[src/sv/assert_macros.svh]
// assertion macros shared by the rtl files
`ifndef ASSERT_MACROS_SVH
`define ASSERT_MACROS_SVH

`ifndef SYNTHESIS

// same-cycle implication, checked at every clock edge outside reset
`define ASSERT_IMPLY(label, clk, rst, ante, cons) \
  label: assert property (@(posedge clk) disable iff (rst) (ante) |-> (cons)) \
    else $error("assertion failed: same-cycle implication");

// next-cycle implication
`define ASSERT_NEXT(label, clk, rst, ante, cons) \
  label: assert property (@(posedge clk) disable iff (rst) (ante) |=> (cons)) \
    else $error("assertion failed: next-cycle implication");

`else

`define ASSERT_IMPLY(label, clk, rst, ante, cons)
`define ASSERT_NEXT(label, clk, rst, ante, cons)

`endif

`endif

[src/sv/png_unf_pkg.sv]
// shared types and constants for the png scanline unfilter
`timescale 1ns / 1ps

package png_unf_pkg;

  // configuration register indexes
  localparam int CFG_IDX_W = 1;
  localparam logic [CFG_IDX_W-1:0] REG_ROW_BYTES       = 1'd0;
  localparam logic [CFG_IDX_W-1:0] REG_BYTES_PER_PIXEL = 1'd1;
  localparam int CFG_DATA_W = 15;

  localparam logic [14:0] ROW_BYTES_RESET = 15'd3;
  localparam logic [2:0]  BPP_RESET       = 3'd3;

  // filter type codes as they appear in the byte stream
  localparam logic [7:0] FT_NONE  = 8'd0;
  localparam logic [7:0] FT_SUB   = 8'd1;
  localparam logic [7:0] FT_UP    = 8'd2;
  localparam logic [7:0] FT_AVG   = 8'd3;
  localparam logic [7:0] FT_PAETH = 8'd4;

  // internal operation codes
  localparam logic [2:0] OP_NONE  = 3'd0;
  localparam logic [2:0] OP_SUB   = 3'd1;
  localparam logic [2:0] OP_UP    = 3'd2;
  localparam logic [2:0] OP_AVG   = 3'd3;
  localparam logic [2:0] OP_PAETH = 3'd4;

  // widest column and history index over the supported parameter range
  localparam int COL_MAX_W  = 16;
  localparam int HIST_IDX_W = 3;

  localparam int QUEUE_DEPTH = 2;

  typedef struct packed {
    logic [7:0]            raw;
    logic [COL_MAX_W-1:0]  col;
    logic [2:0]            op;
    logic                  unknown;
    logic                  first_row;
    logic                  row_end;
    logic                  has_left;
    logic [HIST_IDX_W-1:0] hist_idx;
  } unf_item_t;

endpackage

[src/sv/png_unf_ifs.sv]
// request channel interfaces for filtered bytes and reconstructed bytes
`timescale 1ns / 1ps

interface png_unf_in_if;
  logic       valid;
  logic       ready;
  logic [7:0] raw_byte;
  logic       start_image;

  modport source (output valid, output raw_byte, output start_image, input ready);
  modport sink (input valid, input raw_byte, input start_image, output ready);
endinterface


[src/sv/png_unf_front.sv]
// front end: configuration, row tracking and filter classification
`timescale 1ns / 1ps

module png_unf_front #(
  parameter int MAX_ROW_BYTES   = 16384,
  parameter int MAX_PIXEL_BYTES = 4
) (
  input  logic                                    clk,
  input  logic                                    rst,
  input  logic                                    cfg_we,
  input  logic [png_unf_pkg::CFG_IDX_W-1:0]        cfg_index,
  input  logic [png_unf_pkg::CFG_DATA_W-1:0]       cfg_data,
  png_unf_in_if.sink                              filtered,
  output logic                                    item_valid,
  output png_unf_pkg::unf_item_t                   item,
  input  logic                                    item_ready
);
  import png_unf_pkg::*;

  localparam int COL_W  = (MAX_ROW_BYTES > 1) ? $clog2(MAX_ROW_BYTES) : 1;
  localparam int CMP_W  = (COL_W + 1 > 15) ? COL_W + 1 : 15;
  localparam int PB_W   = $clog2(MAX_PIXEL_BYTES + 1);
  localparam int BPP_W  = (PB_W > 3) ? PB_W : 3;

  logic [14:0]      row_bytes;
  logic [2:0]       bytes_per_pixel;
  logic [COL_W-1:0] column_count;
  logic [2:0]       row_op;
  logic             row_unknown;
  logic             await_filter;
  logic             first_row;

  logic [CMP_W-1:0] rb_ext;
  logic [CMP_W-1:0] len_eff;
  logic [BPP_W-1:0] bp_ext;
  logic [BPP_W-1:0] bpp_eff;
  logic [CMP_W-1:0] col_ext;
  logic             at_end;
  logic             accept;
  logic             header;
  logic [2:0]       op_new;
  logic             unknown_new;

  always_ff @(posedge clk) begin
    if (rst) begin
      row_bytes       <= ROW_BYTES_RESET;
      bytes_per_pixel <= BPP_RESET;
    end else if (cfg_we) begin
      case (cfg_index)
        REG_ROW_BYTES:       row_bytes       <= cfg_data[14:0];
        REG_BYTES_PER_PIXEL: bytes_per_pixel <= cfg_data[2:0];
        default: ;
      endcase
    end
  end

  // clamp the register values into their working range
  always_comb begin
    rb_ext = CMP_W'(row_bytes);
    if (rb_ext == '0) begin
      len_eff = CMP_W'(1);
    end else if (rb_ext > CMP_W'(MAX_ROW_BYTES)) begin
      len_eff = CMP_W'(MAX_ROW_BYTES);
    end else begin
      len_eff = rb_ext;
    end
    bp_ext = BPP_W'(bytes_per_pixel);
    if (bp_ext == '0) begin
      bpp_eff = BPP_W'(1);
    end else if (bp_ext > BPP_W'(MAX_PIXEL_BYTES)) begin
      bpp_eff = BPP_W'(MAX_PIXEL_BYTES);
    end else begin
      bpp_eff = bp_ext;
    end
  end

  always_comb begin
    case (filtered.raw_byte)
      FT_NONE:  begin op_new = OP_NONE;  unknown_new = 1'b0; end
      FT_SUB:   begin op_new = OP_SUB;   unknown_new = 1'b0; end
      FT_UP:    begin op_new = OP_UP;    unknown_new = 1'b0; end
      FT_AVG:   begin op_new = OP_AVG;   unknown_new = 1'b0; end
      FT_PAETH: begin op_new = OP_PAETH; unknown_new = 1'b0; end
      default:  begin op_new = OP_NONE;  unknown_new = 1'b1; end
    endcase
  end

  assign col_ext = CMP_W'(column_count);
  assign at_end  = (col_ext + 1'b1) >= len_eff;

  assign filtered.ready = item_ready;
  assign accept = filtered.valid && filtered.ready;
  assign header = filtered.start_image || await_filter;

  assign item_valid = accept && !header;

  always_comb begin
    item.raw       = filtered.raw_byte;
    item.col       = COL_MAX_W'(column_count);
    item.op        = row_op;
    item.unknown   = row_unknown;
    item.first_row = first_row;
    item.row_end   = at_end;
    item.has_left  = col_ext >= CMP_W'(bpp_eff);
    item.hist_idx  = HIST_IDX_W'(bpp_eff - 1'b1);
  end

  always_ff @(posedge clk) begin
    if (rst) begin
      column_count <= '0;
      row_op       <= OP_NONE;
      row_unknown  <= 1'b0;
      await_filter <= 1'b1;
      first_row    <= 1'b1;
    end else if (accept) begin
      if (header) begin
        row_op       <= op_new;
        row_unknown  <= unknown_new;
        column_count <= '0;
        await_filter <= 1'b0;
        if (filtered.start_image) begin
          first_row <= 1'b1;
        end
      end else if (at_end) begin
        column_count <= '0;
        await_filter <= 1'b1;
        first_row    <= 1'b0;
      end else begin
        column_count <= column_count + 1'b1;
      end
    end
  end

endmodule

[src/flat_wrapper.sv]
// flat-port wrapper written by rule: the top's interface ports become plain ports
module png_unf_front_flat import png_unf_pkg::*;
#(
  parameter int MAX_ROW_BYTES   = 16384,
  parameter int MAX_PIXEL_BYTES = 4
)
  (clk, rst, cfg_we, cfg_index, cfg_data, item_valid, item, item_ready, filtered_valid, filtered_raw_byte, filtered_start_image, filtered_ready);
  png_unf_in_if filtered_i ();
  input  logic clk;
  input  logic rst;
  input  logic cfg_we;
  input  logic [png_unf_pkg::CFG_IDX_W-1:0] cfg_index;
  input  logic [png_unf_pkg::CFG_DATA_W-1:0] cfg_data;
  output logic item_valid;
  output png_unf_pkg::unf_item_t item;
  input  logic item_ready;
  input wire logic [$bits(filtered_i.valid)-1:0] filtered_valid;
  input wire logic [$bits(filtered_i.raw_byte)-1:0] filtered_raw_byte;
  input wire logic [$bits(filtered_i.start_image)-1:0] filtered_start_image;
  output wire logic [$bits(filtered_i.ready)-1:0] filtered_ready;
  assign filtered_i.valid = filtered_valid;
  assign filtered_i.raw_byte = filtered_raw_byte;
  assign filtered_i.start_image = filtered_start_image;
  assign filtered_ready = filtered_i.ready;
  png_unf_front #(.MAX_ROW_BYTES(MAX_ROW_BYTES), .MAX_PIXEL_BYTES(MAX_PIXEL_BYTES)) u_core (.clk(clk), .rst(rst), .cfg_we(cfg_we), .cfg_index(cfg_index), .cfg_data(cfg_data), .filtered(filtered_i), .item_valid(item_valid), .item(item), .item_ready(item_ready));
endmodule
[config.mk]
export PLATFORM = sky130hd
export DESIGN_NAME = png_unf_front_flat
export DESIGN_NICKNAME = d
export VERILOG_FILES = /design/src/sv/assert_macros.svh /design/src/sv/png_unf_pkg.sv /design/src/sv/png_unf_ifs.sv /design/src/sv/png_unf_front.sv /design/src/flat_wrapper.sv
export SDC_FILE = /design/constraint.sdc
export NUM_CORES = 1
export LEC_CHECK = 0
export BUFFER_PORTS_ARGS = -buffer_cell sky130_fd_sc_hd__buf_4
export CAP_MARGIN = 20
export CORE_UTILIZATION = 45
export CTS_BUF_LIST = sky130_fd_sc_hd__clkbuf_4
export CTS_CLUSTER_SIZE = 40
export DETAILED_ROUTE_END_ITERATION = 6
export MAX_ROUTING_LAYER = met4
export PLACE_DENSITY_LB_ADDON = 0.3
export SKIP_CTS_REPAIR_TIMING = 1
export SLEW_MARGIN = 20
export SYNTH_ARGS = -nofsm -noshare
export SYNTH_HDL_FRONTEND = slang
export SYNTH_SLANG_ARGS = --single-unit
[constraint.sdc]
create_clock -name clk -period 4.45 [get_ports clk]
set_clock_uncertainty 0.15 [all_clocks]
set_input_delay 0 -clock clk [delete_from_list [all_inputs] [get_ports clk]]
set_output_delay 0 -clock clk [all_outputs]
set_load 0.03 [all_outputs]
==> metrics.cfg, run 1 <==
[global_routing]
grtUsageTotal_pct = 19.81
grtUsageMet2_pct = 29.91
met1_usage_pct = 25.73
grt_pass1_vias = 1751
met3_usage_pct = 5.525
grt_first_pass_wirelength_um = 7893
grt_overflow = 0
pin_count_of_the_biggest_net_entering_global_routing = 27
globalRoute.busiestLayer = met2
antenna_violations_before_repair = 0

[critical_path]
timing.critical_path.arrival_ps = 3080
timing.critical_path.cells = ha_1 > nand3_1 > or2_0 > nand2_1 > ha_1 > nand2_1 > nor2_1 > a21oi_2 > o41ai_4 > buf_4
cp_top_family = simple AND/OR/NAND/NOR gates
timing.critical_path.slowest_stage_cell = o41ai_4
worst_setup_path_start_kind = flip-flop
crit_buf_inv = 1
max_stage_delay_ps = 660
setup.worst_path.class = flip-flop to output port
critPathCaptureType = output port
required_ps = 4300
largest_fanout_of_any_net_on_the_critical_path = 8
cp.depth = 10
r2r.worst_path.cells = 11

[yosys]
syn_inst = 283
synth.distinct_cells = 39
ys.warnings.count = 0
ys_async_sr_fraction_pct = 0
synth_top_cells_by_area = dfxtp_1 34%, ha_1 11%, nand2_1 11%
seq_area_frac_synth_pct = 33.82
synth_top_cell_by_area = dfxtp_1
number_of_enable_flip_flop_cells_after_synthesis = 0
synth.most_common_cell = nand2_1
syn_area_per_cell_um2 = 7.949
ys.flop_type = dfxtp_1
synth_seq_cells = 38
synthesized_area_um2 = 2250
ys_top_cells_by_count = 65 x nand2_1, 38 x dfxtp_1, 29 x a21oi_1, 20 x ha_1, 15 x nor2_1
synthDominantCellAreaShare_pct = 33.82

[floorplan]
dieArea_um2 = 5286
dieHeight_um = 72.71
die_width_um = 72.71
initial_core_util_pct = 47.32
pin_count = 66
design.core.area_um2 = 4755
rows = 25

[min_path]
min-delay-path-class = input pin to flip-flop
whs_path_depth = 6

[run]
max_cap_violations = 0

[clock_tree]
clk_pin_slew_worst_paths_ps = 120
cts_tree = done
ctsRootBufferMaster = clkbuf_4
clock_sinks = 38
clock_path_buffers = 2
htree_levels = 2
clock_network_latency_to_the_later_pin_of_the_worst_skew_pair_ps = 350
tritoncts.num_buffers = 5

[placed_design]
numPortBuffers = 63
gp_congestion = 0.8001
dp_hpwl_um = 3877
pre_cts_ws_ps = 1372

[power]
power.density_nw_per_um2 = 216.1
power_frac_clock_pct = 25.5
p_leak_nw = 1.482
net-switching-power_w = 0.0001989
proportion_of_power_drawn_by_flip_flops_and_latches_pct = 51.8
swShare_pct = 28.82
internal_power_w = 0.0004912
p_comb_share_pct = 22.8
max-vdd-ir-drop_v = 0.0001362

[cells_and_area]
antenna-diode-count = 0
post_route_cells_drive_above_1_share_pct = 21.11
area.growth.synth_to_final_pct = 41.94
final_net_count = 428

[drt]
vias = 2237
route.detailed.vias_per_inst = 5.016
detailedRoute.firstIterationViolations = 89
drc_errors = 0
drt_first_pass_iters = 5
remaining_number_of_nets_flagged_by_the_antenna_check_after_routing = 0
detail_route.wirelength_um = 5627
drt-wirelength-per-cell_um = 12.62

[sta]
final.setup.tns_ps = 0
fmax_ghz = 0.3094
timing.final.max_slew_violations = 0
timing.final.setup_violations = 0
rsz0062_at_grt = false
fin_ws_ps = 1218
post-route-min-period_ps = 3232
max-slew-margin-rel_pct = 31.78
finalCritPeriodShare_pct = 72.62
worst_pin_slew_ps = 1021
finalHoldViolations = 0

[status]
status = finished, final reports clean

-- final timing paths --
kind	start	end	slack, ps
setup / recovery	u_core.column_count[0]$_SDFFE_PP0P_	item[4]	1220
hold / removal	filtered_raw_byte[6]	u_core.row_op[2]$_SDFFE_PP0P_	5
setup reg to reg	u_core.column_count[0]$_SDFFE_PP0P_	u_core.column_count[13]$_SDFFE_PP0P_	1310
hold reg to reg	u_core.rb_ext[10]$_SDFFE_PP0P_	u_core.rb_ext[10]$_SDFFE_PP0P_	330
-- per-layer routing --
layer / wire (um) / part of all wire [%]
met3: 243 / 4.3
met5: 0 / 0
met2: 2746 / 49
met4: 74 / 1.3
met1: 2563 / 46
-- sequential cells by signal, summed over array words and instances, names as in the netlist --
name                 flops
u_core.bp_ext            3
u_core.rb_ext           15
u_core.column_count     14
u_core.row_op            3
u_core.first_row         1
u_core.row_unknown       1
u_core.await_filter      1
-- cells by family after synthesis --
group	after synthesis	synth area share, %
mux	1	0.4450
simple gates	120	24.58
flops	38	33.82
buf+inv	34	8.009
fa+ha+maj	20	11.12
xor+xnor	10	3.893
other cells	1	0.1667
compound gates	59	17.96
-- worst register-to-register path, cell delays in order (launching register included) --
cell and delay, ps:
dfxtp_1 470, ha_1 260, nand3_1 230, or2_0 290, nand2_1 80, ha_1 160, nand2_1 80, nor2_1 140
a21oi_2 90, o41ai_4 660, nor2_4 170, a22o_1 270
-- layout by cell type, fill, tap and decap left out, drive strengths merged, types with 5 or more instances in the layout --
cell and instances:
nand4 6, dlygate4sd3 46, xnor2 6, nor2 16, a21oi 30, nand2 66
o21ai 5, inv 11, clkbuf 7, nand3 7, nor4 6, dfxtp 38
ha 20, a22o 10, buf 63
-- power by group through the flow --
stage          logic (W)  registers [W]  clock network [W]
2_1_floorplan  0.0000876       0.000363                  0
3_3_place_gp    0.000125       0.000365                  0
3_5_place_dp    0.000127       0.000365                  0
4_1_cts         0.000127       0.000357           0.000178
5_1_grt         0.000169       0.000359           0.000192
6_report        0.000157       0.000357           0.000176
-- through the flow --
stage / util [%] / hold slack, ps / power [W] / area (um2) / std cells
finish: 67.16 / 4.921 / 0.0006901 / 3193 / 446
global route: 67.16 / 28.56 / 0.0007203 / 3193 / 446
CTS: 57.32 / -280.2 / 0.0006621 / 2725 / 399
detailed placement: 56.18 / 72.37 / 0.0004920 / 2671 / 391
global placement: 56.18 / 70.25 / 0.0004894 / 2671 / 391
floorplan: - / -32.16 / 0.0004509 / 2253 / 284
-- layout make-up --
class	instances	area, um2
fill	412	1562
multi-input combinational	212	1313
timing repair buffer	110	940.9
sequential	38	760.7
tap	67	83.83
clock buffer	6	45.04
inverter	11	41.29
clock inverter	2	8.758
Power figures use the tool's default switching activity.
==> run 2: changes to the inputs <==
==> constraint.sdc (replaced) <==
create_clock -name clk -period 3.19 [get_ports clk]
set_clock_uncertainty 0.15 [all_clocks]
set_input_delay 0 -clock clk [delete_from_list [all_inputs] [get_ports clk]]
set_output_delay 0 -clock clk [all_outputs]
set_load 0.03 [all_outputs]
==> run 2 against run 1 <==
The run now ends with hold timing left; cell area up 0.82%; worst setup slack worse by 1000 ps; cell count up 0.67%; critical endpoint is now u_core.column_count[3]$_SDFFE_PP0P_; routed wire length up 1.8%; combinational power up 42%; critical path type is now flip-flop to flip-flop; global-route usage down 0.096 points; sequential power up 39%; register-to-register slack worse by 1100 ps; largest power group unchanged; first-iteration DRC count up 110%; non-clock buffer count up 3.
==> metrics.cfg, run 2 (same netlist as run 1, synthesis figures left out) <==
[drt]
drc_errors = 0  ; unchanged
detailedRoute.firstIterationViolations = 187  ; was 89
route.detailed.vias_per_inst = 5.069  ; was 5.016
remaining_number_of_nets_flagged_by_the_antenna_check_after_routing = 0  ; unchanged
vias = 2276  ; was 2237
drt_first_pass_iters = 4  ; was 5
detail_route.wirelength_um = 5727  ; was 5627 um
drt-wirelength-per-cell_um = 12.76  ; was 12.62 um

[global_routing]
grt_first_pass_wirelength_um = 7783  ; was 7893 um
grt_overflow = 0  ; unchanged
antenna_violations_before_repair = 0  ; unchanged
pin_count_of_the_biggest_net_entering_global_routing = 27  ; unchanged
grtUsageTotal_pct = 19.72  ; was 19.81%
grt_pass1_vias = 1679  ; was 1751

[min_path]
hp-start = filtered_valid  ; was filtered_raw_byte[6]
min-delay-path-class = input pin to flip-flop  ; unchanged

[critical_path]
timing.critical_path.from = u_core.column_count[4]$_SDFFE_PP0P_  ; was u_core.column_count[0]$_SDFFE_PP0P_
critPathCaptureType = flip-flop  ; was output port
timing.critical_path.cells = and3_1 > nand3_1 > nor2_1 > xor2_1 > ha_1 > a21oi_1 > o21ai_0 > a21oi_1 > o41ai_4 > buf_4 > buf_4 > a211oi_1 > a21o_1  ; was ha_1 > nand3_1 > or2_0 > nand2_1 > ha_1 > nand2_1 > nor2_1 > a21oi_2 > o41ai_4 > buf_4
setup.worst_path.class = flip-flop to flip-flop  ; was flip-flop to output port
timing.critical_path.arrival_ps = 3150  ; was 3080 ps
crit_buf_inv = 2  ; was 1
r2r-start = u_core.column_count[4]$_SDFFE_PP0P_  ; was u_core.column_count[0]$_SDFFE_PP0P_
max_stage_delay_ps = 450  ; was 660 ps
cp_top_family = compound AO/OA/AOI/OAI gates  ; was simple AND/OR/NAND/NOR gates
worst_setup_path_start_kind = flip-flop  ; unchanged
worst-r2r-setup-slack_ps = 180  ; was 1310 ps
required_ps = 3330  ; was 4300 ps
largest_fanout_of_any_net_on_the_critical_path = 6  ; was 8
timing.critical_path.slowest_stage_cell = dfxtp_1  ; was o41ai_4

[placed_design]
pre_cts_ws_ps = 163.6  ; was 1372 ps
gp_congestion = 0.8553  ; was 0.8001
numPortBuffers = 63  ; unchanged
dp_hpwl_um = 3874  ; was 3877 um
place_area_um2 = 2694  ; was 2671 um2

[sta]
max-slew-margin-rel_pct = 30.65  ; was 31.78%
timing.hold.ws_ps = -16.05  ; was 4.921 ps
fin_ws_ps = 183.4  ; was 1218 ps
timing.final.setup_violations = 0  ; unchanged
finalHoldViolations = 3  ; was 0
finalCritPeriodShare_pct = 94.25
worst_pin_slew_ps = 1038  ; was 1021 ps
fmax_ghz = 0.3326
post-route-min-period_ps = 3007
timing.final.max_slew_violations = 0  ; unchanged

[floorplan]
rows = 25  ; unchanged
dieArea_um2 = 5286  ; unchanged
pin_count = 66  ; unchanged
design.core.area_um2 = 4755  ; unchanged
initial_core_util_pct = 47.32  ; unchanged
dieHeight_um = 72.71  ; unchanged
die_width_um = 72.71  ; unchanged

[power]
power.density_nw_per_um2 = 300.2  ; was 216.1 nW/um2
p_leak_nw = 1.494  ; was 1.482 nW
overall_power_w = 0.0009665  ; was 0.0006901 W
max-vdd-ir-drop_v = 0.0001979  ; was 0.0001362 V

[cells_and_area]
most-common-layout-cells = 69 x buf_4, 65 x nand2_1, 44 x dlygate4sd3_1  ; was 65 x nand2_1, 63 x buf_4, 46 x dlygate4sd3_1
final_cell_area_um2 = 3219  ; was 3193 um2
final_net_count = 431  ; was 428
post_route_cells_drive_above_1_share_pct = 23.30  ; was 21.11%
area.growth.synth_to_final_pct = 43.10  ; was 41.94%
largest_register_ffs = 15  ; unchanged
antenna-diode-count = 0  ; unchanged
layout.cells.most_common = buf_4  ; was nand2_1

[clock_tree]
clock_sinks = 38  ; unchanged
cts_tree = done  ; unchanged
clock_path_buffers = 2  ; unchanged
clk_pin_slew_worst_paths_ps = 110  ; was 120 ps
tritoncts.num_buffers = 5  ; unchanged
ctsRootBufferMaster = clkbuf_4  ; unchanged
htree_levels = 2  ; unchanged
clock_network_latency_to_the_later_pin_of_the_worst_skew_pair_ps = 340  ; was 350 ps

[status]
status = finished with violations  ; was finished, final reports clean
violations_in_the_final_reports = hold timing

[run]
max_cap_violations = 0  ; unchanged

run 2: cell types whose count changed in the layout (fill, tap and decap cells not counted), moves of 2 or more:
cell / before / now
buf_4: 63 / 69
dfxtp_1: 38 / 36
dfxtp_2: 0 / 2
dlygate4sd3_1: 46 / 44
run 2: path summary, 6_finish.rpt:
path / cells after the start / to
setup / recovery: 13 / u_core.column_count[3]$_SDFFE_PP0P_
hold / removal: 4 / u_core.column_count[0]$_SDFFE_PP0P_
setup reg to reg: 13 / u_core.column_count[3]$_SDFFE_PP0P_
hold reg to reg: 2 / u_core.row_op[1]$_SDFFE_PP0P_
run 2: stage by stage:
step	utilization [%]	instances	TNS, ps
final	67.71	449	0
after global routing	67.71	449	-14.62
after CTS	57.79	402	0
after detailed placement	56.66	394	0
after global placement	56.66	394	0
after floorplan	-	284	0
run 2: worst reg2reg max path: cells and delay by family, from the launching register on:
kind | cells | cell delay, ps
AO/OA/AOI/OAI | 6 | 890
buffers and inverters | 2 | 320
flip-flops | 1 | 450
XOR/XNOR | 1 | 260
adder cells (fa/ha/maj) | 1 | 300
AND/OR/NAND/NOR | 3 | 590
run 2: report_power, final:
part / internal, W / switching (W)
combinational: 0.000109 / 0.000115
sequential: 0.000488 / 0.0000104
clock: 0.0000914 / 0.000154
total: 0.000688 / 0.000279
run 2: final cells by class:
cell class | count | area (um2)
Tap cell | 67 | 83.83
Sequential cell | 38 | 763.2
Multi-Input combinational cell | 212 | 1319
Clock buffer | 6 | 45.04
Timing Repair Buffer | 113 | 958.4
Inverter | 11 | 41.29
Fill cell | 421 | 1535
Clock inverter | 2 | 8.758
run 2: per-layer routing:
| metal | track usage (%) | part of all wire [%] |
|---|---|---|
| met1 | 26.47 | 44 |
| met2 | 29.60 | 50 |
| met3 | 4.006 | 4.3 |
| met4 | 6.536 | 1.3 |
| met5 | - | 0 |
==> run 3: changes to the inputs <==
==> constraint.sdc (replaced) <==
create_clock -name clk -period 3.3 [get_ports clk]
set_clock_uncertainty 0.15 [all_clocks]
set_input_delay 0 -clock clk [delete_from_list [all_inputs] [get_ports clk]]
set_output_delay 0 -clock clk [all_outputs]
set_load 0.03 [all_outputs]
==> run 3 against run 2 <==
The flow still finishes with violations (hold timing); first-iteration DRC count is 36% lower; sequential share of layout area rose by 0.27 points; critical path depth shrank 5; cell count shrank 1.3%; register-to-register slack improved by 30 ps; critical path type is now flip-flop to output port; clock power decreased by 11%; cell area down 0.97%; largest cell class unchanged; routed wire length fell by 2.1%.
==> metrics.cfg, run 3 (same netlist as run 1, synthesis figures left out) <==
[floorplan]
design.core.area_um2 = 4755  ; unchanged
dieArea_um2 = 5286  ; unchanged
initial_core_util_pct = 47.32  ; unchanged
pin_count = 66  ; unchanged
dieHeight_um = 72.71  ; unchanged
rows = 25  ; unchanged
die_width_um = 72.71  ; unchanged

[critical_path]
worst-r2r-setup-slack_ps = 210  ; was 180 ps
required_ps = 3150  ; was 3330 ps
worst_setup_path_start_kind = flip-flop  ; unchanged
r2r.worst_path.cells = 11  ; was 13
critPathCaptureType = output port  ; was flip-flop
timing.critical_path.arrival_ps = 2970  ; was 3150 ps
r2r-start = u_core.column_count[6]$_SDFFE_PP0P_  ; was u_core.column_count[4]$_SDFFE_PP0P_
largest_fanout_of_any_net_on_the_critical_path = 8  ; was 6
setup.worst_path.class = flip-flop to output port  ; was flip-flop to flip-flop
timing.critical_path.from = u_core.column_count[1]$_SDFFE_PP0P_  ; was u_core.column_count[4]$_SDFFE_PP0P_
destination_of_the_worst_register_to_register_timing_path = u_core.await_filter$_SDFFE_PP1P_  ; was u_core.column_count[3]$_SDFFE_PP0P_
critPathCapture = item[4]  ; was u_core.column_count[3]$_SDFFE_PP0P_

[power]
p_leak_nw = 1.467  ; was 1.494 nW
power_frac_clock_pct = 23.9  ; was 25.3%
net-switching-power_w = 0.0002642  ; was 0.0002785 W
internal_power_w = 0.0006460  ; was 0.0006879 W
proportion_of_power_drawn_by_flip_flops_and_latches_pct = 53.0  ; was 51.6%
swShare_pct = 29.03  ; was 28.82%
power.density_nw_per_um2 = 285.5  ; was 300.2 nW/um2
p_comb_share_pct = 23.1  ; about the same
max-vdd-ir-drop_v = 0.0002075  ; was 0.0001979 V

[drt]
detail_route.wirelength_um = 5609  ; was 5727 um
route.detailed.vias_per_inst = 5.093  ; was 5.069
remaining_number_of_nets_flagged_by_the_antenna_check_after_routing = 0  ; unchanged
drt-wirelength-per-cell_um = 12.66  ; was 12.76 um
drc_errors = 0  ; unchanged
vias = 2256  ; was 2276
drt_first_pass_iters = 4  ; unchanged
detailedRoute.firstIterationViolations = 119  ; was 187

[cells_and_area]
area.growth.synth_to_final_pct = 41.71  ; was 43.10%
post-route-util_pct = 67.05  ; was 67.71%
finish.cell_count_without_fillers = 443  ; was 449
layout.filler_cells = 421  ; unchanged
final_cell_area_um2 = 3188  ; was 3219 um2
largest_register_ffs = 15  ; unchanged
final_net_count = 427  ; was 431
layout.cells.most_common = nand2_1  ; was buf_4
post_route_cells_drive_above_1_share_pct = 22.61  ; was 23.30%
antenna-diode-count = 0  ; unchanged
most-common-layout-cells = 65 x nand2_1, 64 x buf_4, 45 x dlygate4sd3_1  ; was 69 x buf_4, 65 x nand2_1, 44 x dlygate4sd3_1

[placed_design]
dp_hpwl_um = 3916  ; was 3874 um
post-place-cells = 391  ; was 394
numPortBuffers = 63  ; unchanged
place_area_um2 = 2671  ; was 2694 um2
gp_congestion = 0.7995  ; was 0.8553

[sta]
fmax_ghz = 0.3200
final.setup.tns_ps = 0  ; unchanged
timing.final.setup_violations = 0  ; unchanged
post-route-min-period_ps = 3125
finalCritPeriodShare_pct = 94.70
finalHoldViolations = 2  ; was 3
worst_pin_slew_ps = 959.8  ; was 1038 ps
timing.final.max_slew_violations = 0  ; unchanged
max-slew-margin-rel_pct = 35.88  ; was 30.65%
timing.hold.ws_ps = -28.86  ; was -16.05 ps

[status]
violations_in_the_final_reports = hold timing  ; unchanged
status = finished with violations  ; unchanged

[global_routing]
grt_pass1_vias = 1726  ; was 1679
grt_first_pass_wirelength_um = 7941  ; was 7783 um
grtUsageTotal_pct = 19.93  ; was 19.72%
pin_count_of_the_biggest_net_entering_global_routing = 27  ; unchanged
grt_overflow = 0  ; unchanged
antenna_violations_before_repair = 0  ; unchanged

[clock_tree]
cts_tree = done  ; unchanged
clock_path_buffers = 2  ; unchanged
ctsRootBufferMaster = clkbuf_4  ; unchanged
clk_pin_slew_worst_paths_ps = 110  ; about the same
htree_levels = 2  ; unchanged
clock_network_latency_to_the_later_pin_of_the_worst_skew_pair_ps = 340  ; about the same
clock_sinks = 38  ; unchanged
tritoncts.num_buffers = 5  ; unchanged

[min_path]
min-delay-path-class = input pin to flip-flop  ; unchanged
whs_path_depth = 4  ; unchanged

[run]
max_cap_violations = 0  ; unchanged

[run 3: worst min path at each step]
stage,slack [ps],start,endpoint
detailed placement,70,cfg_data[0],u_core.rb_ext[0]$_SDFFE_PP1P_
finish,-30,item_ready,u_core.column_count[0]$_SDFFE_PP0P_
global route,4,item_ready,u_core.column_count[0]$_SDFFE_PP0P_
global placement,70,cfg_data[0],u_core.rb_ext[0]$_SDFFE_PP1P_
CTS,-290,cfg_data[0],u_core.rb_ext[0]$_SDFFE_PP1P_
floorplan,-30,cfg_data[0],u_core.rb_ext[0]$_SDFFE_PP1P_
[run 3: cell type report]
class	instances	area, um2	area share, %
clock buffer	5	37.54	1.177
clock inverter	1	3.754	0.1177
inverter	11	41.29	1.295
multi-input combinational	212	1326	41.60
sequential	38	764.5	23.98
tap	67	83.83	2.630
timing repair buffer	109	930.9	29.20
[run 3: layer usage]
| layer | track usage, % | vias up | wire length, um |
|---|---|---|---|
| met5 | - | - | 0 |
| met4 | 6.536 | 0 | 83 |
| met3 | 4.834 | 8 | 238 |
| met2 | 29.91 | 61 | 2753 |
| met1 | 26.30 | 1030 | 2534 |
| li1 | - | 1157 | - |
[run 3: metrics by stage]
step / power, W / setup WS, ps
after global routing: 0.0009493 / -4.326
after floorplan: 0.0006080 / 397.0
after global placement: 0.0006600 / 324.6
after CTS: 0.0008742 / 105.6
final: 0.0009102 / 175.1
after detailed placement: 0.0006636 / 252.0
[run 3: worst max-delay path, stage by stage (launching register included)]
cell	delay, ps
dfxtp_1	450
ha_2	260
nand3_2	150
nor2_1	160
xor2_1	280
ha_1	210
nand4_1	160
o41ai_4	680
buf_4	270
[run 3: power groups by stage]
stage / Clock, W / Combinational (W) / Sequential [W]
final: 0.000218 / 0.000210 / 0.000482
after global routing: 0.000238 / 0.000227 / 0.000485
after CTS: 0.000221 / 0.000172 / 0.000482
after detailed placement: 0 / 0.000172 / 0.000492
after global placement: 0 / 0.000168 / 0.000492
after floorplan: 0 / 0.000118 / 0.000490
