## src/sv/assert_macros.svh

```systemverilog
// assertion macros shared by the rtl files
`ifndef ASSERT_MACROS_SVH
`define ASSERT_MACROS_SVH

`ifndef SYNTHESIS

// same-cycle implication, checked at every clock edge outside reset
`define ASSERT_IMPLY(label, clk, rst, ante, cons) \
  label: assert property (@(posedge clk) disable iff (rst) (ante) |-> (cons)) \
    else $error("assertion failed: same-cycle implication");

// next-cycle implication
`define ASSERT_NEXT(label, clk, rst, ante, cons) \
  label: assert property (@(posedge clk) disable iff (rst) (ante) |=> (cons)) \
    else $error("assertion failed: next-cycle implication");

`else

`define ASSERT_IMPLY(label, clk, rst, ante, cons)
`define ASSERT_NEXT(label, clk, rst, ante, cons)

`endif

`endif

```

## src/sv/png_unf_pkg.sv

```systemverilog
// shared types and constants for the png scanline unfilter
`timescale 1ns / 1ps

package png_unf_pkg;

  // configuration register indexes
  localparam int CFG_IDX_W = 1;
  localparam logic [CFG_IDX_W-1:0] REG_ROW_BYTES       = 1'd0;
  localparam logic [CFG_IDX_W-1:0] REG_BYTES_PER_PIXEL = 1'd1;
  localparam int CFG_DATA_W = 15;

  localparam logic [14:0] ROW_BYTES_RESET = 15'd3;
  localparam logic [2:0]  BPP_RESET       = 3'd3;

  // filter type codes as they appear in the byte stream
  localparam logic [7:0] FT_NONE  = 8'd0;
  localparam logic [7:0] FT_SUB   = 8'd1;
  localparam logic [7:0] FT_UP    = 8'd2;
  localparam logic [7:0] FT_AVG   = 8'd3;
  localparam logic [7:0] FT_PAETH = 8'd4;

  // internal operation codes
  localparam logic [2:0] OP_NONE  = 3'd0;
  localparam logic [2:0] OP_SUB   = 3'd1;
  localparam logic [2:0] OP_UP    = 3'd2;
  localparam logic [2:0] OP_AVG   = 3'd3;
  localparam logic [2:0] OP_PAETH = 3'd4;

  // widest column and history index over the supported parameter range
  localparam int COL_MAX_W  = 16;
  localparam int HIST_IDX_W = 3;

  localparam int QUEUE_DEPTH = 2;

  typedef struct packed {
    logic [7:0]            raw;
    logic [COL_MAX_W-1:0]  col;
    logic [2:0]            op;
    logic                  unknown;
    logic                  first_row;
    logic                  row_end;
    logic                  has_left;
    logic [HIST_IDX_W-1:0] hist_idx;
  } unf_item_t;

endpackage

```

## src/sv/png_unf_queue.sv

```systemverilog
// two-entry request queue between the front and the back
`timescale 1ns / 1ps
`include "assert_macros.svh"

module png_unf_queue (
  input  logic                  clk,
  input  logic                  rst,
  input  logic                  push_valid,
  input  png_unf_pkg::unf_item_t push_item,
  output logic                  push_ready,
  output logic                  pop_valid,
  output png_unf_pkg::unf_item_t pop_item,
  input  logic                  pop_ready
);
  import png_unf_pkg::*;

  localparam int PTR_W = (QUEUE_DEPTH > 1) ? $clog2(QUEUE_DEPTH) : 1;
  localparam int CNT_W = $clog2(QUEUE_DEPTH + 1);

  unf_item_t        entries [QUEUE_DEPTH];
  logic [PTR_W-1:0] wr_ptr;
  logic [PTR_W-1:0] rd_ptr;
  logic [CNT_W-1:0] count;
  logic             push_fire;
  logic             pop_fire;

  assign push_ready = (count != CNT_W'(QUEUE_DEPTH));
  assign pop_valid  = (count != '0);
  assign pop_item   = entries[rd_ptr];
  assign push_fire  = push_valid && push_ready;
  assign pop_fire   = pop_valid && pop_ready;

  always_ff @(posedge clk) begin
    if (push_fire) begin
      entries[wr_ptr] <= push_item;
    end
  end

  always_ff @(posedge clk) begin
    if (rst) begin
      wr_ptr <= '0;
      rd_ptr <= '0;
      count  <= '0;
    end else begin
      if (push_fire) begin
        wr_ptr <= (wr_ptr == PTR_W'(QUEUE_DEPTH - 1)) ? '0 : wr_ptr + 1'b1;
      end
      if (pop_fire) begin
        rd_ptr <= (rd_ptr == PTR_W'(QUEUE_DEPTH - 1)) ? '0 : rd_ptr + 1'b1;
      end
      if (push_fire && !pop_fire) begin
        count <= count + 1'b1;
      end else if (pop_fire && !push_fire) begin
        count <= count - 1'b1;
      end
    end
  end

  `ASSERT_IMPLY(a_count_bound, clk, rst, 1'b1, count <= CNT_W'(QUEUE_DEPTH))
  `ASSERT_NEXT(a_pop_drains, clk, rst, pop_fire && !push_fire, count == $past(count) - 1'b1)
  `ASSERT_NEXT(a_push_fills, clk, rst, push_fire && !pop_fire, count == $past(count) + 1'b1)

endmodule

```

## config.mk

```make
export PLATFORM = sky130hd
export DESIGN_NAME = png_unf_queue
export DESIGN_NICKNAME = d
export VERILOG_FILES = /design/src/sv/png_unf_pkg.sv /design/src/sv/png_unf_queue.sv
export VERILOG_INCLUDE_DIRS = /design/src /design/src/sv
export SDC_FILE = /design/constraint.sdc
export NUM_CORES = 1
export LEC_CHECK = 0
export BUFFER_PORTS_ARGS = -buffer_cell sky130_fd_sc_hd__buf_2
export CAP_MARGIN = 15
export CORE_MARGIN = 3
export CORE_UTILIZATION = 58
export CTS_BUF_LIST = sky130_fd_sc_hd__clkbuf_8
export DETAILED_ROUTE_END_ITERATION = 10
export PLACE_DENSITY = 0.87
export REMOVE_ABC_BUFFERS = 1
export SYNTH_ARGS = -nofsm -noshare
export SYNTH_HDL_FRONTEND = slang
export SYNTH_SLANG_ARGS = --single-unit
```

## constraint.sdc

```tcl
create_clock -name clk -period 6.1 [get_ports clk]
set_clock_uncertainty 0.15 [all_clocks]
set_input_delay 0.305 -clock clk [delete_from_list [all_inputs] [get_ports clk]]
set_output_delay 0.305 -clock clk [all_outputs]
set_load 0.1 [all_outputs]
```

==> impl_metrics.xml, run 1 <==
<?xml version="1.0" encoding="UTF-8"?>
<metrics>
  <group name="run_status">
    <metric name="outcome" unit="">completed</metric>
  </group>
  <group name="synthesis">
    <metric name="synth.lib_cells_used.distinct" unit="">18</metric>
    <metric name="post-synth-top-area-cell" unit="">sky130_fd_sc_hd__edfxtp_1</metric>
    <metric name="post_synth_fa_ha_maj_area_fraction" unit="%">0.468</metric>
    <metric name="dominant_combinational_cell_family_by_area_after_synthesis" unit="">multiplexers</metric>
    <metric name="synth-warning-count" unit="">0</metric>
    <metric name="synthMuxAreaShare" unit="%">14.3</metric>
    <metric name="synth_seq_area_share" unit="%">80.1</metric>
    <metric name="post_synth.cell_area_avg" unit="µm²">20.6</metric>
    <metric name="netlist_instances" unit="">130</metric>
    <metric name="xor_and_xnor_area_share_after_synthesis" unit="%">0.983</metric>
    <metric name="synth.top_cells.by_area" unit="">sky130_fd_sc_hd__edfxtp_1, sky130_fd_sc_hd__mux2_2, sky130_fd_sc_hd__dfxtp_1</metric>
    <metric name="postSynth.asyncResetShare" unit="%">0</metric>
    <metric name="synth-compound-area-share" unit="%">1.12</metric>
    <metric name="yosys.area_share.simple" unit="%">1.87</metric>
    <metric name="number_of_synthesized_register_bits" unit="">73</metric>
    <metric name="yosys.area.top_type_share" unit="%">76.4</metric>
    <metric name="synth_area" unit="µm²">2670</metric>
    <metric name="synth_enable_flop_cells" unit="">68</metric>
    <metric name="ys.flop_type" unit="">sky130_fd_sc_hd__edfxtp_1</metric>
    <metric name="synth_most_common_cell" unit="">sky130_fd_sc_hd__edfxtp_1</metric>
    <metric name="synth_common_cells" unit="">sky130_fd_sc_hd__edfxtp_1, sky130_fd_sc_hd__mux2_2, sky130_fd_sc_hd__dfxtp_1, sky130_fd_sc_hd__nor2_1, sky130_fd_sc_hd__xor2_1</metric>
  </group>
  <group name="sta">
    <metric name="timing_worst_slew_pin_value" unit="ns">0.492</metric>
    <metric name="setup_tns" unit="ns">0</metric>
    <metric name="setup_violations" unit="">0</metric>
    <metric name="hold_viol" unit="">0</metric>
    <metric name="finalCritPeriodShare" unit="%">41.6</metric>
    <metric name="clock.fmax" unit="MHz">394</metric>
    <metric name="maxSlewHeadroom" unit="%">67.2</metric>
    <metric name="period_minus_slack" unit="ns">2.54</metric>
    <metric name="report.final.slew_viol_count" unit="">0</metric>
    <metric name="grt_setup_unrepaired" unit="">no</metric>
  </group>
  <group name="grt">
    <metric name="met2_usage" unit="%">30.2</metric>
    <metric name="groute.layer.met1.usage" unit="%">23.4</metric>
    <metric name="grt_pass1_vias" unit="">1614</metric>
    <metric name="globalRouteOverflowTotal" unit="">0</metric>
    <metric name="global_router_s_overall_resource_usage" unit="%">19.4</metric>
    <metric name="grt_use_met3" unit="%">7.80</metric>
    <metric name="pin_count_of_the_biggest_net_entering_global_routing" unit="">35</metric>
    <metric name="grt_most_used_layer" unit="">met2</metric>
    <metric name="grt_pass1_wl" unit="mm">7.38</metric>
    <metric name="antenna_found_initial" unit="">0</metric>
  </group>
  <group name="clock_tree">
    <metric name="clockRootBuffer" unit="">sky130_fd_sc_hd__clkbuf_8</metric>
    <metric name="clock_transition_at_the_registers_of_the_reported_paths" unit="ns">0.07</metric>
    <metric name="post_cts_resized" unit="">0</metric>
    <metric name="cts_tree" unit="">done</metric>
    <metric name="cts.path.max_buffers" unit="">2</metric>
    <metric name="tritoncts_num_sinks" unit="">73</metric>
    <metric name="htree_levels" unit="">3</metric>
    <metric name="tritoncts.num_buffers" unit="">9</metric>
    <metric name="clock_latency_at_the_later_pin_of_the_worst_skew_pair" unit="ns">0.33</metric>
  </group>
  <group name="cells_and_area">
    <metric name="diodes" unit="">0</metric>
    <metric name="finalNetCount" unit="">279</metric>
    <metric name="drive_gt1_share" unit="%">51.4</metric>
    <metric name="register_area" unit="µm²">2140</metric>
    <metric name="flow.area_growth_from_synthesis" unit="%">32.2</metric>
    <metric name="multiInputGateArea" unit="µm²">502</metric>
    <metric name="fillerInstances" unit="">253</metric>
  </group>
  <group name="route">
    <metric name="detail-route-antenna-nets" unit="">0</metric>
    <metric name="routed_wire_length_per_instance" unit="µm">16.3</metric>
    <metric name="first_pass_drt_iterations" unit="">4</metric>
    <metric name="drt_iter0_markers" unit="">100</metric>
    <metric name="wl" unit="mm">4.85</metric>
    <metric name="vias_per_cell" unit="">5.09</metric>
    <metric name="dr_total_vias" unit="">1513</metric>
    <metric name="drc_errors" unit="">0</metric>
  </group>
  <group name="placement">
    <metric name="dp.final_hpwl" unit="mm">2.90</metric>
    <metric name="port_buffers" unit="">73</metric>
    <metric name="place_congestion" unit="">0.766</metric>
  </group>
  <group name="run">
    <metric name="drv.max_cap_violation_count" unit="">0</metric>
  </group>
  <group name="setup_path">
    <metric name="timing.critical_path.from_type" unit="">register</metric>
    <metric name="worst-setup-path-type" unit="">register to output pin</metric>
    <metric name="crit_path_dat" unit="ns">2.09</metric>
    <metric name="crit_fanout" unit="">23</metric>
    <metric name="worst_setup_path_end_kind" unit="">output pin</metric>
    <metric name="critPathRequiredTime" unit="ns">5.64</metric>
  </group>
  <group name="die">
    <metric name="core-area" unit="µm²">4410</metric>
    <metric name="initial_core_util" unit="%">60.5</metric>
    <metric name="io-pin-count" unit="">74</metric>
    <metric name="die_x" unit="µm">73.9</metric>
    <metric name="die_area" unit="µm²">5460</metric>
    <metric name="fp-row-count" unit="">24</metric>
    <metric name="chipHeight" unit="µm">73.9</metric>
  </group>
  <group name="hold_path">
    <metric name="hold_path.class" unit="">input pin to register</metric>
  </group>
</metrics>
logic make-up (layout without fill, tap and decap cells):
family / Yosys count / after routing
muxes: 34 / 34
and+or+nand+nor: 9 / 9
buffers and inverters: 5 / 120
xor gates and xnor gates: 3 / 3
adders and majority gates: 1 / 1
DFF: 73 / 73
AOI/OAI and AO/OA: 5 / 5
final cells by class:
| cell class | instances | area share, % |
|---|---|---|
| clock buffer | 9 | 3.51 |
| clock inverter | 7 | 1.06 |
| sequential | 73 | 60.6 |
| multi-input combinational | 52 | 14.2 |
| timing repair buffer | 103 | 18.6 |
| tap | 52 | 1.84 |
| inverter | 1 | 0.106 |
worst max-delay path, cell delays in order, from the launching register on:
cell and delay (ns):
sky130_fd_sc_hd__dfxtp_1 0.63, sky130_fd_sc_hd__buf_4 0.41, sky130_fd_sc_hd__mux2_2 0.39, sky130_fd_sc_hd__buf_2 0.30
timing repair:
action | in CTS | in global routing
setup buffers | 0 | 0
hold buffers | 23 | 4
hold endpoints to repair | 44 | 5
worst paths after layout:
| check | startpoint | endpoint | slack [ns] | cells after the start |
|---|---|---|---|---|
| max reg2reg | count[0]$_SDFFE_PP0P_ | count[1]$_SDFFE_PP0P_ | 4.28 | 5 |
| min reg2reg | rd_ptr$_SDFFE_PP0P_ | register | 0.36 | 2 |
| max | register | pop_item[28] | 3.56 | 3 |
| min | push_item[13] | entries[0][13]$_DFFE_PP_ | 0.01 | 1 |
registers in the layout, indices dropped and copies added, names as in the netlist, named ones only:
register and count:
rd_ptr 1, entries 68, wr_ptr 1, count 2
routing by layer:
layer | part of all wire [%] | up-vias
met3 | 8.2 | 6
met4 | 1.3 | 0
met5 | 0 | -
li1 | - | 726
met1 | 41 | 712
met2 | 50 | 69
cell usage in the layout (no fill, tap or decap), drive strengths merged:
cell type,netlist,layout
or3,1,1
and3,1,1
buf,4,76
nand2b,1,1
a21bo,1,1
clkinvlp,0,2
a21oi,2,2
mux2,34,34
dlygate4sd3,0,27
ha,1,1
dfxtp,5,5
o21ai,2,2
edfxtp,68,68
or2,1,1
xor2,3,3
nor2,3,3
clkinv,0,5
nand3b,1,1
clkbuf,0,9
and2,1,1
inv,1,1
stage by stage:
step	cells	cell area (µm²)	hold slack, ns	util, %	setup WS [ns]
after floorplan	126	2650	0.224	-	3.31
after global placement	254	3100	0.342	70.2	3.97
after detailed placement	254	3100	0.343	70.2	3.90
after CTS	293	3490	0.000229	79.1	3.53
after global routing	297	3530	0.000183	80.0	3.45
final	297	3530	0.0126	80.0	3.56
Power of run 1 is not shown: default switching activity piles up to over one toggle a cycle in this logic, so the estimate is an artifact.
==> run 2, diff against run 1 <==
Settings changed: ABC_AREA from default to 1, CORE_UTILIZATION 58 to 54, PLACE_DENSITY 0.87 to 0.81.
Clock period 6.1 ns to 2.46 ns, I/O delays scaled along.
==> impl_metrics.xml, run 2 <==
<?xml version="1.0" encoding="UTF-8"?>
<metrics>
  <group name="run_status">
    <metric name="outcome" unit="">completed</metric>
  </group>
  <group name="power">
    <metric name="post-layout-total-power" unit="mW">4.87</metric>
    <metric name="power.density" unit="nW/µm²">1260</metric>
    <metric name="internal_portion_of_total_power" unit="mW">2.72</metric>
    <metric name="power.static_leakage" unit="nW">1.57</metric>
    <metric name="share_clk_of_total_power" unit="%">22.1</metric>
    <metric name="comb_power_share" unit="%">44.5</metric>
    <metric name="seqPwrFrac" unit="%">33.4</metric>
    <metric name="irDropWorstVdd" unit="mV">1.18</metric>
    <metric name="power.switching" unit="mW">2.16</metric>
    <metric name="power_switching_share" unit="%">44.2</metric>
  </group>
  <group name="sta">
    <metric name="clock.fmax" unit="MHz">508</metric>
    <metric name="report.final.slew_viol_count" unit="">0</metric>
    <metric name="grt_setup_unrepaired" unit="">no</metric>
    <metric name="maxSlewHeadroom" unit="%">67.0</metric>
    <metric name="finalCritPeriodShare" unit="%">80.0</metric>
    <metric name="timing_worst_slew_pin_value" unit="ns">0.499</metric>
    <metric name="period_minus_slack" unit="ns">1.97</metric>
    <metric name="setup_violations" unit="">0</metric>
    <metric name="setup_tns" unit="ns">0</metric>
    <metric name="hold_viol" unit="">0</metric>
  </group>
  <group name="clock_tree">
    <metric name="postCtsHoldBufs" unit="">36</metric>
    <metric name="cts.path.max_buffers" unit="">2</metric>
    <metric name="post_cts_resized" unit="">0</metric>
    <metric name="cts_tree" unit="">done</metric>
    <metric name="tritoncts.num_buffers" unit="">9</metric>
    <metric name="post_cts.repair.setup_buffers" unit="">0</metric>
    <metric name="tritoncts_num_sinks" unit="">73</metric>
    <metric name="htree_levels" unit="">3</metric>
    <metric name="clock_latency_at_the_later_pin_of_the_worst_skew_pair" unit="ns">0.33</metric>
    <metric name="clockRootBuffer" unit="">sky130_fd_sc_hd__clkbuf_8</metric>
    <metric name="clock_transition_at_the_registers_of_the_reported_paths" unit="ns">0.07</metric>
  </group>
  <group name="route">
    <metric name="first_pass_drt_iterations" unit="">4</metric>
    <metric name="routed_wire_length_per_instance" unit="µm">14.5</metric>
    <metric name="wl" unit="mm">4.86</metric>
    <metric name="detail-route-antenna-nets" unit="">0</metric>
    <metric name="drt_iter0_markers" unit="">77</metric>
    <metric name="vias_per_cell" unit="">4.70</metric>
    <metric name="drc_errors" unit="">0</metric>
    <metric name="dr_total_vias" unit="">1574</metric>
  </group>
  <group name="setup_path">
    <metric name="worst-setup-path-type" unit="">register to output pin</metric>
    <metric name="timing.critical_path.from_type" unit="">register</metric>
    <metric name="crit_path_dat" unit="ns">1.69</metric>
    <metric name="crit_fanout" unit="">20</metric>
    <metric name="critPathRequiredTime" unit="ns">2.19</metric>
    <metric name="rr_startpoint" unit="">count[0]$_SDFFE_PP0P_</metric>
    <metric name="worst_setup_path_end_kind" unit="">output pin</metric>
  </group>
  <group name="synthesis">
    <metric name="post_synth.cell_area_avg" unit="µm²">19.9</metric>
    <metric name="yosys.area.top_type_share" unit="%">71.7</metric>
    <metric name="synth_most_common_cell" unit="">sky130_fd_sc_hd__edfxtp_1</metric>
    <metric name="number_of_synthesized_register_bits" unit="">73</metric>
    <metric name="synth_enable_flop_cells" unit="">68</metric>
    <metric name="synth.lib_cells_used.distinct" unit="">14</metric>
    <metric name="netlist_instances" unit="">143</metric>
    <metric name="synth_area" unit="µm²">2850</metric>
    <metric name="postSynth.asyncResetShare" unit="%">0</metric>
    <metric name="synth_seq_area_share" unit="%">75.2</metric>
    <metric name="ys.flop_type" unit="">sky130_fd_sc_hd__edfxtp_1</metric>
    <metric name="synth.top_cells.by_area" unit="">sky130_fd_sc_hd__edfxtp_1, sky130_fd_sc_hd__mux2_4, sky130_fd_sc_hd__dfxtp_1</metric>
    <metric name="post-synth-top-area-cell" unit="">sky130_fd_sc_hd__edfxtp_1</metric>
    <metric name="synth_common_cells" unit="">sky130_fd_sc_hd__edfxtp_1, sky130_fd_sc_hd__mux2_4, sky130_fd_sc_hd__nand2_1, sky130_fd_sc_hd__inv_1, sky130_fd_sc_hd__nor2_1</metric>
    <metric name="synth-warning-count" unit="">0</metric>
  </group>
  <group name="cells_and_area">
    <metric name="flip_flop_count_of_the_largest_register_after_layout" unit="">68</metric>
    <metric name="fillerInstances" unit="">296</metric>
    <metric name="drive_gt1_share" unit="%">47.8</metric>
    <metric name="layout.cells.most_common" unit="">sky130_fd_sc_hd__buf_2</metric>
    <metric name="diodes" unit="">0</metric>
    <metric name="largestRegisters" unit="">entries: 68 flops, count: 2 flops</metric>
    <metric name="top_library_cells_by_usage_in_the_layout_fill_and_taps_aside" unit="">sky130_fd_sc_hd__buf_2, sky130_fd_sc_hd__edfxtp_1, sky130_fd_sc_hd__dlygate4sd3_1</metric>
    <metric name="finalInstanceArea" unit="µm²">3870</metric>
    <metric name="max_flop_register" unit="">entries</metric>
    <metric name="post-route-util" unit="%">78.7</metric>
    <metric name="flow.area_growth_from_synthesis" unit="%">35.8</metric>
    <metric name="finalNetCount" unit="">302</metric>
  </group>
  <group name="die">
    <metric name="die_area" unit="µm²">6180</metric>
    <metric name="chipHeight" unit="µm">78.6</metric>
    <metric name="io-pin-count" unit="">74</metric>
    <metric name="fp-row-count" unit="">25</metric>
    <metric name="initial_core_util" unit="%">58.0</metric>
    <metric name="die_x" unit="µm">78.6</metric>
    <metric name="core-area" unit="µm²">4910</metric>
  </group>
  <group name="placement">
    <metric name="place_congestion" unit="">0.705</metric>
    <metric name="dp.final_hpwl" unit="mm">2.90</metric>
    <metric name="port_buffers" unit="">73</metric>
    <metric name="detailed_place.area" unit="µm²">3270</metric>
  </group>
  <group name="grt">
    <metric name="globalRouteOverflowTotal" unit="">0</metric>
    <metric name="grt_pass1_vias" unit="">1629</metric>
    <metric name="pin_count_of_the_biggest_net_entering_global_routing" unit="">35</metric>
    <metric name="global_router_s_overall_resource_usage" unit="%">16.9</metric>
    <metric name="antenna_found_initial" unit="">0</metric>
    <metric name="grt_pass1_wl" unit="mm">7.61</metric>
  </group>
  <group name="hold_path">
    <metric name="hp-start" unit="">push_valid</metric>
    <metric name="hold_path.class" unit="">input pin to register</metric>
  </group>
  <group name="run">
    <metric name="drv.max_cap_violation_count" unit="">0</metric>
  </group>
</metrics>
## run 2: cell type report
| type | instances | area [µm²] | area share, % |
|---|---|---|---|
| Clock inverter | 7 | 110 | 2.85 |
| Multi-Input combinational cell | 58 | 619 | 16.0 |
| Sequential cell | 73 | 2140 | 55.4 |
| Clock buffer | 9 | 124 | 3.20 |
| Inverter | 8 | 30.0 | 0.777 |
| Timing Repair Buffer | 113 | 756 | 19.5 |
| Tap cell | 67 | 83.8 | 2.17 |
## run 2: power groups by stage
| stage | clock network (mW) | logic (mW) | registers [mW] |
|---|---|---|---|
| after detailed placement | 0 | 2.14 | 1.65 |
| after global routing | 1.15 | 2.24 | 1.64 |
| final | 1.08 | 2.17 | 1.63 |
| after CTS | 1.09 | 2.18 | 1.63 |
| after floorplan | 0 | 1.80 | 1.70 |
| after global placement | 0 | 2.12 | 1.64 |
## run 2: final timing paths
kind                                   end  slack [ns]  depth (start not counted)
setup / recovery              pop_item[19]        0.49                          3
hold / removal         wr_ptr$_SDFFE_PP0P_        0.17                          5
setup reg to reg  entries[0][30]$_DFFE_PP_        0.76                          5
hold reg to reg      count[0]$_SDFFE_PP0P_        0.39                          2
## run 2: metal layers
layer  part of all wire [%]  wire length (µm)  GRT usage, %
met1                     42              2070          19.5
met2                     50              2440          27.7
met3                    5.1               246          4.36
met4                    2.3               110          11.0
met5                      0                 0             0
## run 2: metrics by stage
step | cells | hold WS (ns) | worst slack (ns)
global route | 335 | 0.230 | 0.429
floorplan | 139 | 0.0719 | -0.872
finish | 335 | 0.167 | 0.493
CTS | 335 | 0.121 | 0.481
detailed placement | 283 | 0.164 | 0.766
global placement | 283 | 0.162 | 0.830
## run 2: logic make-up after synthesis
| kind of cell | Yosys count | synth area share (%) |
|---|---|---|
| AO/OA/AOI/OAI | 4 | 0.703 |
| adder cells (fa/ha/maj) | 1 | 0.439 |
| buffers and inverters | 12 | 3.56 |
| flip-flops | 73 | 75.2 |
| multiplexers | 34 | 17.4 |
| AND/OR/NAND/NOR | 19 | 2.68 |
## run 2: critical path, stage by stage, from the launching register on
cell	delay, ns
sky130_fd_sc_hd__dfxtp_2	0.33
sky130_fd_sc_hd__buf_4	0.32
sky130_fd_sc_hd__mux2_2	0.39
sky130_fd_sc_hd__buf_2	0.29
Note: power is estimated with default switching activity, not from simulation.
==> run 3, diff against run 2 <==
Clock period 2.46 ns to 2.02 ns, I/O delays scaled along.
==> impl_metrics.xml, run 3 (synthesized netlist as in run 2, its figures left out) <==
<?xml version="1.0" encoding="UTF-8"?>
<metrics>
  <group name="clock_tree">
    <metric name="postCtsHoldBufs" unit="">36</metric>
    <metric name="cts_tree" unit="">done</metric>
    <metric name="tritoncts.num_buffers" unit="">9</metric>
    <metric name="htree_levels" unit="">3</metric>
    <metric name="cts.path.max_buffers" unit="">2</metric>
    <metric name="post_cts.repair.setup_buffers" unit="">0</metric>
    <metric name="clock_latency_at_the_later_pin_of_the_worst_skew_pair" unit="ns">0.32</metric>
    <metric name="clock_transition_at_the_registers_of_the_reported_paths" unit="ns">0.07</metric>
    <metric name="clockRootBuffer" unit="">sky130_fd_sc_hd__clkbuf_8</metric>
    <metric name="post_cts_resized" unit="">0</metric>
    <metric name="tritoncts_num_sinks" unit="">73</metric>
  </group>
  <group name="die">
    <metric name="die_area" unit="µm²">6180</metric>
    <metric name="fp-row-count" unit="">25</metric>
    <metric name="die_x" unit="µm">78.6</metric>
    <metric name="core-area" unit="µm²">4910</metric>
    <metric name="chipHeight" unit="µm">78.6</metric>
    <metric name="io-pin-count" unit="">74</metric>
    <metric name="initial_core_util" unit="%">58.0</metric>
  </group>
  <group name="power">
    <metric name="power.static_leakage" unit="nW">1.57</metric>
    <metric name="power.density" unit="nW/µm²">1510</metric>
    <metric name="irDropWorstVdd" unit="mV">1.01</metric>
    <metric name="post-layout-total-power" unit="mW">5.83</metric>
  </group>
  <group name="grt">
    <metric name="grt_pass1_vias" unit="">1733</metric>
    <metric name="antenna_found_initial" unit="">0</metric>
    <metric name="global_router_s_overall_resource_usage" unit="%">17.8</metric>
    <metric name="globalRouteOverflowTotal" unit="">0</metric>
    <metric name="pin_count_of_the_biggest_net_entering_global_routing" unit="">30</metric>
    <metric name="grt_pass1_wl" unit="mm">8.07</metric>
  </group>
  <group name="route">
    <metric name="detail-route-antenna-nets" unit="">0</metric>
    <metric name="drc_errors" unit="">0</metric>
    <metric name="wl" unit="mm">4.99</metric>
    <metric name="drt_iter0_markers" unit="">55</metric>
    <metric name="dr_total_vias" unit="">1626</metric>
    <metric name="vias_per_cell" unit="">4.84</metric>
    <metric name="routed_wire_length_per_instance" unit="µm">14.9</metric>
    <metric name="first_pass_drt_iterations" unit="">4</metric>
  </group>
  <group name="sta">
    <metric name="clock.fmax" unit="MHz">544</metric>
    <metric name="maxSlewHeadroom" unit="%">66.4</metric>
    <metric name="report.final.slew_viol_count" unit="">0</metric>
    <metric name="timing_worst_slew_pin_value" unit="ns">0.508</metric>
    <metric name="setup_violations" unit="">0</metric>
    <metric name="period_minus_slack" unit="ns">1.84</metric>
    <metric name="finalCritPeriodShare" unit="%">91.1</metric>
    <metric name="grt_setup_unrepaired" unit="">no</metric>
    <metric name="hold_viol" unit="">0</metric>
    <metric name="holdWs" unit="ns">0.144</metric>
  </group>
  <group name="hold_path">
    <metric name="hold_path.class" unit="">input pin to register</metric>
    <metric name="hp-start" unit="">push_valid</metric>
    <metric name="worst_hold_path.num_cells" unit="">5</metric>
  </group>
  <group name="setup_path">
    <metric name="timing.critical_path.slowest_stage_cell" unit="">sky130_fd_sc_hd__dfxtp_2</metric>
    <metric name="timing.critical_path.max_delay_family" unit="">buffers and inverters</metric>
    <metric name="path_cells" unit="">buf_4 &gt; mux2_2 &gt; buf_2</metric>
    <metric name="path_depth" unit="">3</metric>
    <metric name="critical_path.max_stage_delay" unit="ns">0.36</metric>
    <metric name="rr_startpoint" unit="">count[0]$_SDFFE_PP0P_</metric>
    <metric name="worst_r2r_path_depth" unit="">10</metric>
    <metric name="timing.critical_path.from_type" unit="">register</metric>
    <metric name="crit_path_dat" unit="ns">1.59</metric>
    <metric name="worst-setup-path-type" unit="">register to output pin</metric>
    <metric name="worst_setup_path_end_kind" unit="">output pin</metric>
    <metric name="critPathRequiredTime" unit="ns">1.77</metric>
    <metric name="path_buf_inv" unit="">2</metric>
    <metric name="crit_fanout" unit="">12</metric>
  </group>
  <group name="placement">
    <metric name="dp.final_hpwl" unit="mm">3.02</metric>
    <metric name="place_congestion" unit="">0.711</metric>
    <metric name="port_buffers" unit="">73</metric>
  </group>
  <group name="cells_and_area">
    <metric name="fillerInstances" unit="">294</metric>
    <metric name="post-route-util" unit="%">78.9</metric>
    <metric name="top_library_cells_by_usage_in_the_layout_fill_and_taps_aside" unit="">sky130_fd_sc_hd__buf_2, sky130_fd_sc_hd__edfxtp_1, sky130_fd_sc_hd__dlygate4sd3_1</metric>
    <metric name="drive_gt1_share" unit="%">48.0</metric>
    <metric name="largestRegisters" unit="">entries: 68 flops, count: 2 flops</metric>
    <metric name="register_area" unit="µm²">2140</metric>
    <metric name="multiInputGateArea" unit="µm²">619</metric>
    <metric name="flow.area_growth_from_synthesis" unit="%">36.0</metric>
    <metric name="finalNetCount" unit="">303</metric>
    <metric name="max_flop_register" unit="">entries</metric>
    <metric name="flip_flop_count_of_the_largest_register_after_layout" unit="">68</metric>
    <metric name="diodes" unit="">0</metric>
    <metric name="layout.cells.most_common" unit="">sky130_fd_sc_hd__buf_2</metric>
  </group>
  <group name="run_status">
    <metric name="outcome" unit="">completed</metric>
  </group>
  <group name="run">
    <metric name="drv.max_cap_violation_count" unit="">0</metric>
  </group>
</metrics>
[run 3: path summary, 6_finish.rpt]
check | endpoint | slack [ns]
max | pop_item[13] | 0.18
min | wr_ptr$_SDFFE_PP0P_ | 0.14
max reg2reg | count[1]$_SDFFE_PP0P_ | 0.30
min reg2reg | rd_ptr$_SDFFE_PP0P_ | 0.37
[run 3: report_power, final]
group | total, mW | switching [mW] | internal [mW] | leakage [nW]
Combinational | 2.68 | 2.07 | 0.618 | 0.793
Sequential | 1.98 | 0.0672 | 1.91 | 0.676
Clock | 1.17 | 0.485 | 0.682 | 0.104
Total | 5.83 | 2.62 | 3.21 | 1.57
[run 3: layout make-up]
cell class                 instances  area share, %
clock buffer                       9           3.20
multi-input combinational         58           16.0
timing repair buffer             114           20.3
clock inverter                     7           2.20
sequential                        73           55.3
tap                               67           2.16
inverter                           8          0.775
[run 3: metrics by stage]
stage          worst slack, ns  instances  cell area [µm²]  TNS, ns
5_1_grt                  0.117        336             3870        0
2_1_floorplan            -1.31        139             2780   -96.31
6_report                 0.180        336             3870        0
3_3_place_gp             0.448        284             3300        0
4_1_cts                  0.161        336             3870        0
3_5_place_dp             0.339        284             3300        0
[run 3: metal layers]
metal | track usage (%) | up-vias | part of all wire, %
li1 | - | 780 | -
met1 | 19.3 | 781 | 39
met2 | 31.6 | 54 | 54
met3 | 3.44 | 11 | 4.1
met4 | 11.0 | 0 | 2.4
met5 | 0 | - | 0
[run 3: worst min-delay path: stages]
cell and delay (ns):
sky130_fd_sc_hd__buf_2 0.08, sky130_fd_sc_hd__nand2_1 0.15, sky130_fd_sc_hd__inv_1 0.12, sky130_fd_sc_hd__nor2_1 0.05, sky130_fd_sc_hd__nor2_1 0.08
